## config.mk

```make
export PLATFORM = sky130hd
export DESIGN_NAME = buck_boost_pwm_compare_mapper_core
export DESIGN_NICKNAME = d
export VERILOG_FILES = /design/src/design/bbpcm_pkg.sv /design/src/design/buck_boost_pwm_compare_mapper_core.sv /design/src/design/bbpcm_recip.sv /design/src/design/bbpcm_div25.sv
export SDC_FILE = /design/constraint.sdc
export NUM_CORES = 2
export LEC_CHECK = 0
export BUFFER_PORTS_ARGS = -buffer_cell sky130_fd_sc_hd__buf_2
export CAP_MARGIN = 0
export CELL_PAD_IN_SITES_DETAIL_PLACEMENT = 0
export CELL_PAD_IN_SITES_GLOBAL_PLACEMENT = 2
export CORE_MARGIN = 2
export CORE_UTILIZATION = 35
export DETAILED_ROUTE_END_ITERATION = 8
export GPL_ROUTABILITY_DRIVEN = 0
export GPL_TIMING_DRIVEN = 0
export HOLD_SLACK_MARGIN = 0.06
export MAX_ROUTING_LAYER = met4
export PLACE_DENSITY = 0.71
export SYNTH_ARGS = -nofsm -noshare
export SYNTH_HDL_FRONTEND = slang
export SYNTH_SLANG_ARGS = --single-unit
export TNS_END_PERCENT = 50
```

## constraint.sdc

```tcl
create_clock -name clk_i -period 38.2 [get_ports clk_i]
set_clock_uncertainty 0.05 [all_clocks]
set_input_delay 7.64 -clock clk_i [delete_from_list [all_inputs] [get_ports clk_i]]
set_output_delay 7.64 -clock clk_i [all_outputs]
set_load 0.03 [all_outputs]
```

## src/design/bbpcm_pkg.sv

```systemverilog
// Shared types and constants of the buck-boost PWM compare mapper.
package bbpcm_pkg;

  localparam int F_W = 16;
  localparam int X5_W = 17;
  localparam int OUT_W = 15;
  localparam int DATA_W = 64;

  localparam int RECIP_STAGES = 7;
  localparam int RECIP_BITS = 2;
  localparam int Q_W = RECIP_STAGES * RECIP_BITS;

  localparam int DEN_SHIFT = 15;

  localparam logic [F_W-1:0] ONE_Q14 = 16'd16384;
  localparam logic [Q_W-1:0] HALF_Q14 = 14'd8192;
  localparam logic [F_W-1:0] FLOOR_LIMIT = 16'd2457;
  localparam logic [X5_W-1:0] X5_FLOOR = 17'd12288;
  localparam logic [X5_W-1:0] X5_ONE = 17'd81920;

  typedef enum logic [0:0] {
    REG_CLAMP_LO = 1'b0,
    REG_CLAMP_HI = 1'b1
  } cfg_reg_e;

  typedef struct packed {
    logic             boost;
    logic [X5_W-1:0]  x5_buck;
  } side_t;

endpackage

```

## src/design/buck_boost_pwm_compare_mapper_core.sv

```systemverilog
// Top level: clamps the voltage factor and maps it to four-switch bridge compare values.
// Fully pipelined: one beat is accepted every cycle unless the output stalls. Stages:
// two input/clamp stages, a seven-stage reciprocal divider resolving two quotient bits
// per stage, duty select, multiply, two divide-by-constant stages and the output
// register. A stall on the output side freezes the whole pipeline; input is refused
// only while the output register holds a beat that is not taken. The lower and upper
// clamp limits (registers 0 and 1) are sampled at the clamp stage; the user must
// write them only while idle, which the block itself does not enforce.
module buck_boost_pwm_compare_mapper_core #(
  parameter int PERIOD_TICKS = 27200
) (
  input  logic        clk_i,
  input  logic        rst_ni,
  input  logic        cfg_we_i,
  input  logic [0:0]  cfg_idx_i,
  input  logic [15:0] cfg_wdata_i,
  input  logic        s_axis_tvalid,
  output logic        s_axis_tready,
  input  logic [15:0] s_axis_tdata,   // [15:0] factor
  output logic        m_axis_tvalid,
  input  logic        m_axis_tready,
  output logic [63:0] m_axis_tdata,   // motor_start, motor_end, cap_start, cap_end, pad
  output logic [0:0]  m_axis_tuser    // [0] boost_mode
);

  localparam int FW = bbpcm_pkg::F_W;
  localparam int XW = bbpcm_pkg::X5_W;
  localparam int OW = bbpcm_pkg::OUT_W;
  localparam int RS = bbpcm_pkg::RECIP_STAGES;
  localparam int LAT = RS + 7;
  localparam int HALF = PERIOD_TICKS / 2;
  localparam int NINE_H = 9 * HALF;
  localparam int NH_W = $clog2(NINE_H + 1);
  localparam int PROD_W = XW + NH_W;
  localparam int T_W = PROD_W - bbpcm_pkg::DEN_SHIFT;
  localparam int PW = T_W - 4;
  localparam logic [PROD_W-1:0] NINE_H_C = PROD_W'(NINE_H);
  localparam logic [OW-1:0] FULL_FL = OW'((9 * HALF) / 10);
  localparam logic [OW-1:0] FULL_CL = OW'((9 * HALF + 9) / 10);
  localparam logic [OW-1:0] CAP_IDLE_START = OW'(HALF + (9 * HALF) / 10);
  localparam logic [OW-1:0] CAP_IDLE_END = OW'(HALF - (9 * HALF + 9) / 10);

  logic [FW-1:0] clamp_lo_q;
  logic [FW-1:0] clamp_hi_q;
  logic [LAT-1:0] vld_q;
  logic en;

  logic [FW-1:0] f_in_q;
  logic [FW-1:0] fc_d, fc_q;
  bbpcm_pkg::side_t side_d, side1_q;
  bbpcm_pkg::side_t side_q [RS];
  logic [bbpcm_pkg::Q_W-1:0] quo;
  logic [bbpcm_pkg::Q_W-1:0] qc;
  logic          boost9_q, boost10_q, boost11_q, boost12_q;
  logic [XW-1:0] xm5_q, xc5_q;
  logic [PROD_W-1:0] prodm_q, prodc_q;
  logic [PW-1:0] mf, mc, cf, cc;
  logic [OW-1:0] motor_start_q, motor_end_q, cap_start_q, cap_end_q;
  logic          boost_out_q;

  assign en = !vld_q[LAT-1] || m_axis_tready;
  assign s_axis_tready = en;
  assign m_axis_tvalid = vld_q[LAT-1];

  always_ff @(posedge clk_i or negedge rst_ni) begin
    if (!rst_ni) begin
      clamp_lo_q <= 16'd2458;
      clamp_hi_q <= 16'd32768;
    end else if (cfg_we_i) begin
      unique case (bbpcm_pkg::cfg_reg_e'(cfg_idx_i))
        bbpcm_pkg::REG_CLAMP_LO: clamp_lo_q <= cfg_wdata_i;
        bbpcm_pkg::REG_CLAMP_HI: clamp_hi_q <= cfg_wdata_i;
      endcase
    end
  end

  always_ff @(posedge clk_i or negedge rst_ni) begin
    if (!rst_ni) begin
      vld_q <= '0;
    end else if (en) begin
      vld_q <= {vld_q[LAT-2:0], s_axis_tvalid};
    end
  end

  always_comb begin
    if (f_in_q < clamp_lo_q) begin
      fc_d = clamp_lo_q;
    end else if (f_in_q > clamp_hi_q) begin
      fc_d = clamp_hi_q;
    end else begin
      fc_d = f_in_q;
    end
    side_d.boost = fc_d > bbpcm_pkg::ONE_Q14;
    if (fc_d <= bbpcm_pkg::FLOOR_LIMIT) begin
      side_d.x5_buck = bbpcm_pkg::X5_FLOOR;
    end else begin
      side_d.x5_buck = XW'({fc_d, 2'b00}) + XW'(fc_d);
    end
  end

  always_ff @(posedge clk_i) begin
    if (en) begin
      f_in_q  <= s_axis_tdata;
      fc_q    <= fc_d;
      side1_q <= side_d;
      side_q[0] <= side1_q;
      for (int k = 1; k < RS; k++) begin
        side_q[k] <= side_q[k-1];
      end
    end
  end

  bbpcm_recip u_recip (
    .clk_i (clk_i),
    .en_i  (en),
    .f_i   (fc_q),
    .q_o   (quo)
  );

  assign qc = (quo < bbpcm_pkg::HALF_Q14) ? bbpcm_pkg::HALF_Q14 : quo;

  always_ff @(posedge clk_i) begin
    if (en) begin
      boost9_q <= side_q[RS-1].boost;
      if (side_q[RS-1].boost) begin
        xm5_q <= bbpcm_pkg::X5_ONE;
        xc5_q <= XW'({qc, 2'b00}) + XW'(qc);
      end else begin
        xm5_q <= side_q[RS-1].x5_buck;
        xc5_q <= bbpcm_pkg::X5_ONE;
      end
      boost10_q <= boost9_q;
      prodm_q   <= PROD_W'(xm5_q) * NINE_H_C;
      prodc_q   <= PROD_W'(xc5_q) * NINE_H_C;
      boost11_q <= boost10_q;
      boost12_q <= boost11_q;
    end
  end

  bbpcm_div25 #(.T_W(T_W)) u_div_motor (
    .clk_i     (clk_i),
    .en_i      (en),
    .t_i       (prodm_q[PROD_W-1:bbpcm_pkg::DEN_SHIFT]),
    .frac_nz_i (|prodm_q[bbpcm_pkg::DEN_SHIFT-1:0]),
    .floor_o   (mf),
    .ceil_o    (mc)
  );

  bbpcm_div25 #(.T_W(T_W)) u_div_cap (
    .clk_i     (clk_i),
    .en_i      (en),
    .t_i       (prodc_q[PROD_W-1:bbpcm_pkg::DEN_SHIFT]),
    .frac_nz_i (|prodc_q[bbpcm_pkg::DEN_SHIFT-1:0]),
    .floor_o   (cf),
    .ceil_o    (cc)
  );

  always_ff @(posedge clk_i) begin
    if (en) begin
      motor_start_q <= OW'(mf);
      motor_end_q   <= OW'(32'(PERIOD_TICKS) - 32'(mc));
      cap_start_q   <= OW'(32'(HALF) + 32'(cf));
      cap_end_q     <= OW'(32'(HALF) - 32'(cc));
      boost_out_q   <= boost12_q;
    end
  end

  assign m_axis_tdata = {(bbpcm_pkg::DATA_W - 4 * OW)'(0),
                         cap_end_q, cap_start_q, motor_end_q, motor_start_q};
  assign m_axis_tuser = boost_out_q;

  a_stall_only_when_full : assert property (@(posedge clk_i) disable iff (!rst_ni)
    !s_axis_tready |-> m_axis_tvalid)
    else $error("input stalled with empty output register");

  a_buck_cap_full : assert property (@(posedge clk_i) disable iff (!rst_ni)
    m_axis_tvalid && !m_axis_tuser[0] |->
      cap_start_q == CAP_IDLE_START && cap_end_q == CAP_IDLE_END)
    else $error("buck beat with modulated cap leg");

  a_boost_motor_full : assert property (@(posedge clk_i) disable iff (!rst_ni)
    m_axis_tvalid && m_axis_tuser[0] |->
      motor_start_q == FULL_FL && motor_end_q == OW'(32'(PERIOD_TICKS) - 32'(FULL_CL)))
    else $error("boost beat with modulated motor leg");

endmodule

```

## src/design/bbpcm_recip.sv

```systemverilog
// Pipelined restoring divider computing floor(2^28 / f), two quotient bits per stage.
module bbpcm_recip (
  input  logic                     clk_i,
  input  logic                     en_i,
  input  logic [bbpcm_pkg::F_W-1:0] f_i,
  output logic [bbpcm_pkg::Q_W-1:0] q_o
);

  localparam int RS = bbpcm_pkg::RECIP_STAGES;
  localparam int FW = bbpcm_pkg::F_W;
  localparam int QW = bbpcm_pkg::Q_W;

  logic [FW-1:0] rem_q [RS];
  logic [FW-1:0] f_q   [RS];
  logic [QW-1:0] quo_q [RS];

  for (genvar s = 0; s < RS; s++) begin : g_stage
    logic [FW-1:0] rem_in;
    logic [FW-1:0] f_in;
    logic [QW-1:0] quo_in;
    logic [FW-1:0] rem_d;
    logic [QW-1:0] quo_d;
    logic [FW:0]   shl;

    if (s == 0) begin : g_first
      assign rem_in = bbpcm_pkg::ONE_Q14;
      assign f_in   = f_i;
      assign quo_in = '0;
    end else begin : g_next
      assign rem_in = rem_q[s-1];
      assign f_in   = f_q[s-1];
      assign quo_in = quo_q[s-1];
    end

    always_comb begin
      rem_d = rem_in;
      quo_d = quo_in;
      shl   = '0;
      for (int b = 0; b < bbpcm_pkg::RECIP_BITS; b++) begin
        shl = {rem_d, 1'b0};
        if (shl >= {1'b0, f_in}) begin
          rem_d = FW'(shl - {1'b0, f_in});
          quo_d = {quo_d[QW-2:0], 1'b1};
        end else begin
          rem_d = shl[FW-1:0];
          quo_d = {quo_d[QW-2:0], 1'b0};
        end
      end
    end

    always_ff @(posedge clk_i) begin
      if (en_i) begin
        rem_q[s] <= rem_d;
        f_q[s]   <= f_in;
        quo_q[s] <= quo_d;
      end
    end
  end

  assign q_o = quo_q[RS-1];

endmodule

```

## src/design/bbpcm_div25.sv

```systemverilog
// Two-stage floor and ceil of (t * 2^15 + frac) / (25 * 2^15) by reciprocal multiply.
module bbpcm_div25 #(
  parameter int T_W = 19
) (
  input  logic           clk_i,
  input  logic           en_i,
  input  logic [T_W-1:0] t_i,
  input  logic           frac_nz_i,
  output logic [T_W-5:0] floor_o,
  output logic [T_W-5:0] ceil_o
);

  localparam int SHIFT = T_W + 5;
  localparam int R_W = SHIFT - 4;
  localparam int M_W = T_W + R_W;
  localparam int PW = T_W - 4;
  localparam logic [R_W-1:0] RECIP = R_W'((longint'(1) << SHIFT) / 25);
  localparam logic [T_W-1:0] DIV_C = T_W'(25);

  logic [M_W-1:0] prod;
  logic [T_W-1:0] t_q;
  logic [PW-1:0]  q0_q;
  logic           nz_q;
  logic [T_W-1:0] rem;
  logic [T_W-1:0] rem_fix;
  logic [PW-1:0]  fl_d;
  logic           exact;
  logic [PW-1:0]  floor_q;
  logic [PW-1:0]  ceil_q;

  assign prod = M_W'(t_i) * M_W'(RECIP);

  always_ff @(posedge clk_i) begin
    if (en_i) begin
      t_q  <= t_i;
      q0_q <= prod[M_W-1:SHIFT];
      nz_q <= frac_nz_i;
    end
  end

  // estimate is low by at most one
  always_comb begin
    rem = t_q - T_W'(T_W'(q0_q) * DIV_C);
    if (rem >= DIV_C) begin
      fl_d    = q0_q + PW'(1);
      rem_fix = rem - DIV_C;
    end else begin
      fl_d    = q0_q;
      rem_fix = rem;
    end
    exact = (rem_fix == '0) && !nz_q;
  end

  always_ff @(posedge clk_i) begin
    if (en_i) begin
      floor_q <= fl_d;
      ceil_q  <= fl_d + PW'(!exact);
    end
  end

  assign floor_o = floor_q;
  assign ceil_o  = ceil_q;

endmodule
```

==> impl_results.md <==
* Post-DP HPWL at 112000 um
* Top Family by Delay on Critical Path: buffers and inverters
* CTS clk-pin slew, worst paths at 0.06 ns
* Starting density of the core at 35.2%
* Mapped Cells at 5525
* Worst hold path class: reg2reg
* # resized after CTS at 0
* Worst slew pin tran at 1.09 ns
* Core footprint at 0.178 mm2
* Layout cell share with drive strength beyond 1 at 8.24%
* P&R area growth vs syn at 10.6%
* Post-route DRC at 0
* Yosys warns at 0
* Standard-cell rows at 155
* Clock tree from TritonCTS: done
* Inserted Clock Buffers at 88
* Hold-fix buffers, CTS at 0
* DIE AREA at 0.183 mm2
* Top_reg_cell synth: edfxtp_1
* DR vias/cell at 4.79
* Util after Layout at 38.9%
* Flop2flop setup slack at 30.15 ns
* Vias in the first global route at 40970
* Slew HR at 27.5%
* Bufs on Longest Clock Path at 3
* Htree depth at 3
* CP required at 30.51 ns
* Worst r2r src: u_div_cap.q0_q[0]
* Setup Slack @ Placement at 21.63 ns
* Final nets at 7123
* RR Endpoint: u_div_cap.ceil_o[6]
* F_max at 60.5 MHz
* Most common cell in the synthesized netlist: inv_1
* Num ports at 105
* Final Max Slew Viols at 0
* Final setup violation count at 0
* Worst path cell trace: buf_2 -> nand2b_1 -> clkbuf_1 -> clkbuf_4 -> buf_2
* CTS sink cnt at 757
* Post-synth cell types at 98
* CP peak stage delay at 0.49 ns
* Root buffer cell: clkbuf_16
* Syn avg cell area at 11.4 um2
* Die height at 428 um
* Filler instances at 17443
* Max-cap violations at 0
* Setup TNS Final at 0 ns
* Status: finished, final reports clean
* FF+latch count, synth at 757
* Final period util at 43.2%
* Startpoint types: primary input
* Post-synth EDFFs at 711
* Final wirelength at 138000 um
* Pin count of the biggest net entering global routing at 74
* Hold Vio Cnt, Final at 0
* CP bufs+invs at 4
* Wire length of the first global-routing pass at 224000 um
* DR vias at 39103
* Port Buffer Count at 100
* Final Critical Period at 16.52 ns
* Antenna Nets Post-Route at 0
* Initial drt markers at 1549
* Post-synth top cells: 917 x inv_1, 882 x ha_1, 711 x edfxtp_1
* CP arrival at 8.83 ns
* Total Routing Usage GR at 15.9%
* Worst r2r path cells at 26
* Sequential fraction of the synthesis area at 35.9%
* Setup Fix Bufs, Post-CTS at 0
* Pre-Repair DR Iteration Count at 5
* RSZ-0062 raised after global routing: no
* CP Max Fanout at 25
* Hold Path Stages at 0
* Slowest CP cell: clkbuf_4
* Biggest area consumer among synthesized cells: edfxtp_1
* Worst-Skew Late Latency at 0.72 ns
* Die width at 428 um
* Final hold slack at 0.350 ns
* Synth top area cells: edfxtp_1 34%, ha_1 18%, fa_1 15%
* Crit Path Class: in2out
* Worst setup EP type: output port
* Hold-critical path endpoint: side_q[3][1]
* Remaining Overflow, GRT at 0
* DR WL/cell at 16.9 um
* Yosys top cell area share at 34.0%
* Antenna violations before repair at 6
* Asr flop ratio synth at 6.08%
* Mapped Area at 0.0628 mm2
* Hold_sp: side_q[2][1]
* Cell mode on critical path: buf_2
* Setup WS post-layout at 21.68 ns
==> logic make-up (layout without fill, tap and decap cells) <==
kind of cell | Yosys count | in the layout | share of synthesized area, %
xor gates and xnor gates | 351 | 351 | 4.90
AOI/OAI and AO/OA | 882 | 882 | 9.10
DFF | 757 | 757 | 35.9
muxes | 189 | 189 | 3.37
and+or+nand+nor | 1003 | 1003 | 8.15
adders and majority gates | 1356 | 1356 | 32.7
other | 1 | 5 | 0.00597
buffers and inverters | 986 | 1257 | 5.93
==> worst reg2reg max path, stage by stage (launching register included) <==
cell and delay, ns:
edfxtp_1 0.59, ha_1 0.35, inv_1 0.12, fa_1 0.51
inv_1 0.06, fa_1 0.53, inv_1 0.04, ha_1 0.28
clkbuf_1 0.19, nand4_1 0.15, a21oi_1 0.10, o41ai_1 0.67
nor4b_1 0.32, nor3_1 0.15, nor4_1 0.61, nand3_1 0.34
or2_4 0.39, and3_1 0.19, or3_1 0.35, a221o_1 0.37
a221o_1 0.34, ha_1 0.27, ha_1 0.22, nor2b_1 0.13
clkbuf_1 0.20, a31oi_1 0.21, a21oi_1 0.07
==> flip-flops by register name, indices dropped and copies added (netlist names), 18 cells and up <==
signal,cells
u_div_motor.t_q,19
prodm_q,29
prodc_q,29
u_recip.rem_q,96
side_q,126
u_div_cap.t_q,19
u_recip.f_q,96
side1_q,18
u_recip.quo_q,56
==> cells in the final DEF, fill, tap and decap left out, types with 72 or more instances in the layout <==
cell type    n
inv_1      917
ha_1       882
edfxtp_1   711
fa_1       474
xnor2_1    251
a21oi_1    237
nor2_1     236
nand2_1    210
o21ai_0    182
mux2_2     164
buf_2      102
a21o_1     100
xor2_1     100
nor3_1      89
clkbuf_16   89
nor2b_1     75
clkbuf_1    74
nand3_1     72
==> layer usage <==
layer  share of wire, %  GRT usage [%]  wire length (um)  vias to the layer above
li1                   -              -                 -                    19705
met1                 47           20.5             64500                    18855
met2                 49           26.6             66900                      364
met3                2.2           1.90              2980                      179
met4                2.3           3.80              3140                        0
met5                  0              -                 0                        -
==> per-stage QoR <==
stage / std cells / area, um2
global placement: 7983 / 66200
CTS: 8154 / 69400
detailed placement: 7994 / 66500
global route: 8154 / 69400
floorplan: 5528 / 62800
finish: 8155 / 69400
==> final cells by class <==
| cell class | instances | area [um2] | area share, % |
|---|---|---|---|
| Sequential cell | 757 | 22500 | 32.4 |
| Tap cell | 2355 | 2950 | 4.24 |
| Timing Repair Buffer | 111 | 803 | 1.16 |
| Multi-Input combinational cell | 3785 | 36600 | 52.7 |
| Inverter | 919 | 3450 | 4.97 |
| Clock inverter | 53 | 573 | 0.825 |
| Clock buffer | 107 | 2290 | 3.31 |
| Antenna cell | 1 | 2.50 | 0.00360 |
| Buffer | 67 | 280 | 0.404 |
==> worst max path at each step <==
stage             startpoint             to  slack [ns]  depth (start not counted)
2_1_floorplan  m_axis_tready  s_axis_tready        2.97                          3
3_3_place_gp   m_axis_tready  s_axis_tready       -7.27                          5
3_5_place_dp   m_axis_tready  s_axis_tready       21.63                          5
4_1_cts        m_axis_tready  s_axis_tready       21.63                          5
5_1_grt        m_axis_tready  s_axis_tready       21.58                          5
6_report       m_axis_tready  s_axis_tready       21.68                          5
Power is not shown: default switching activity piles up to over one toggle a cycle in this logic, so the estimate is an artifact.
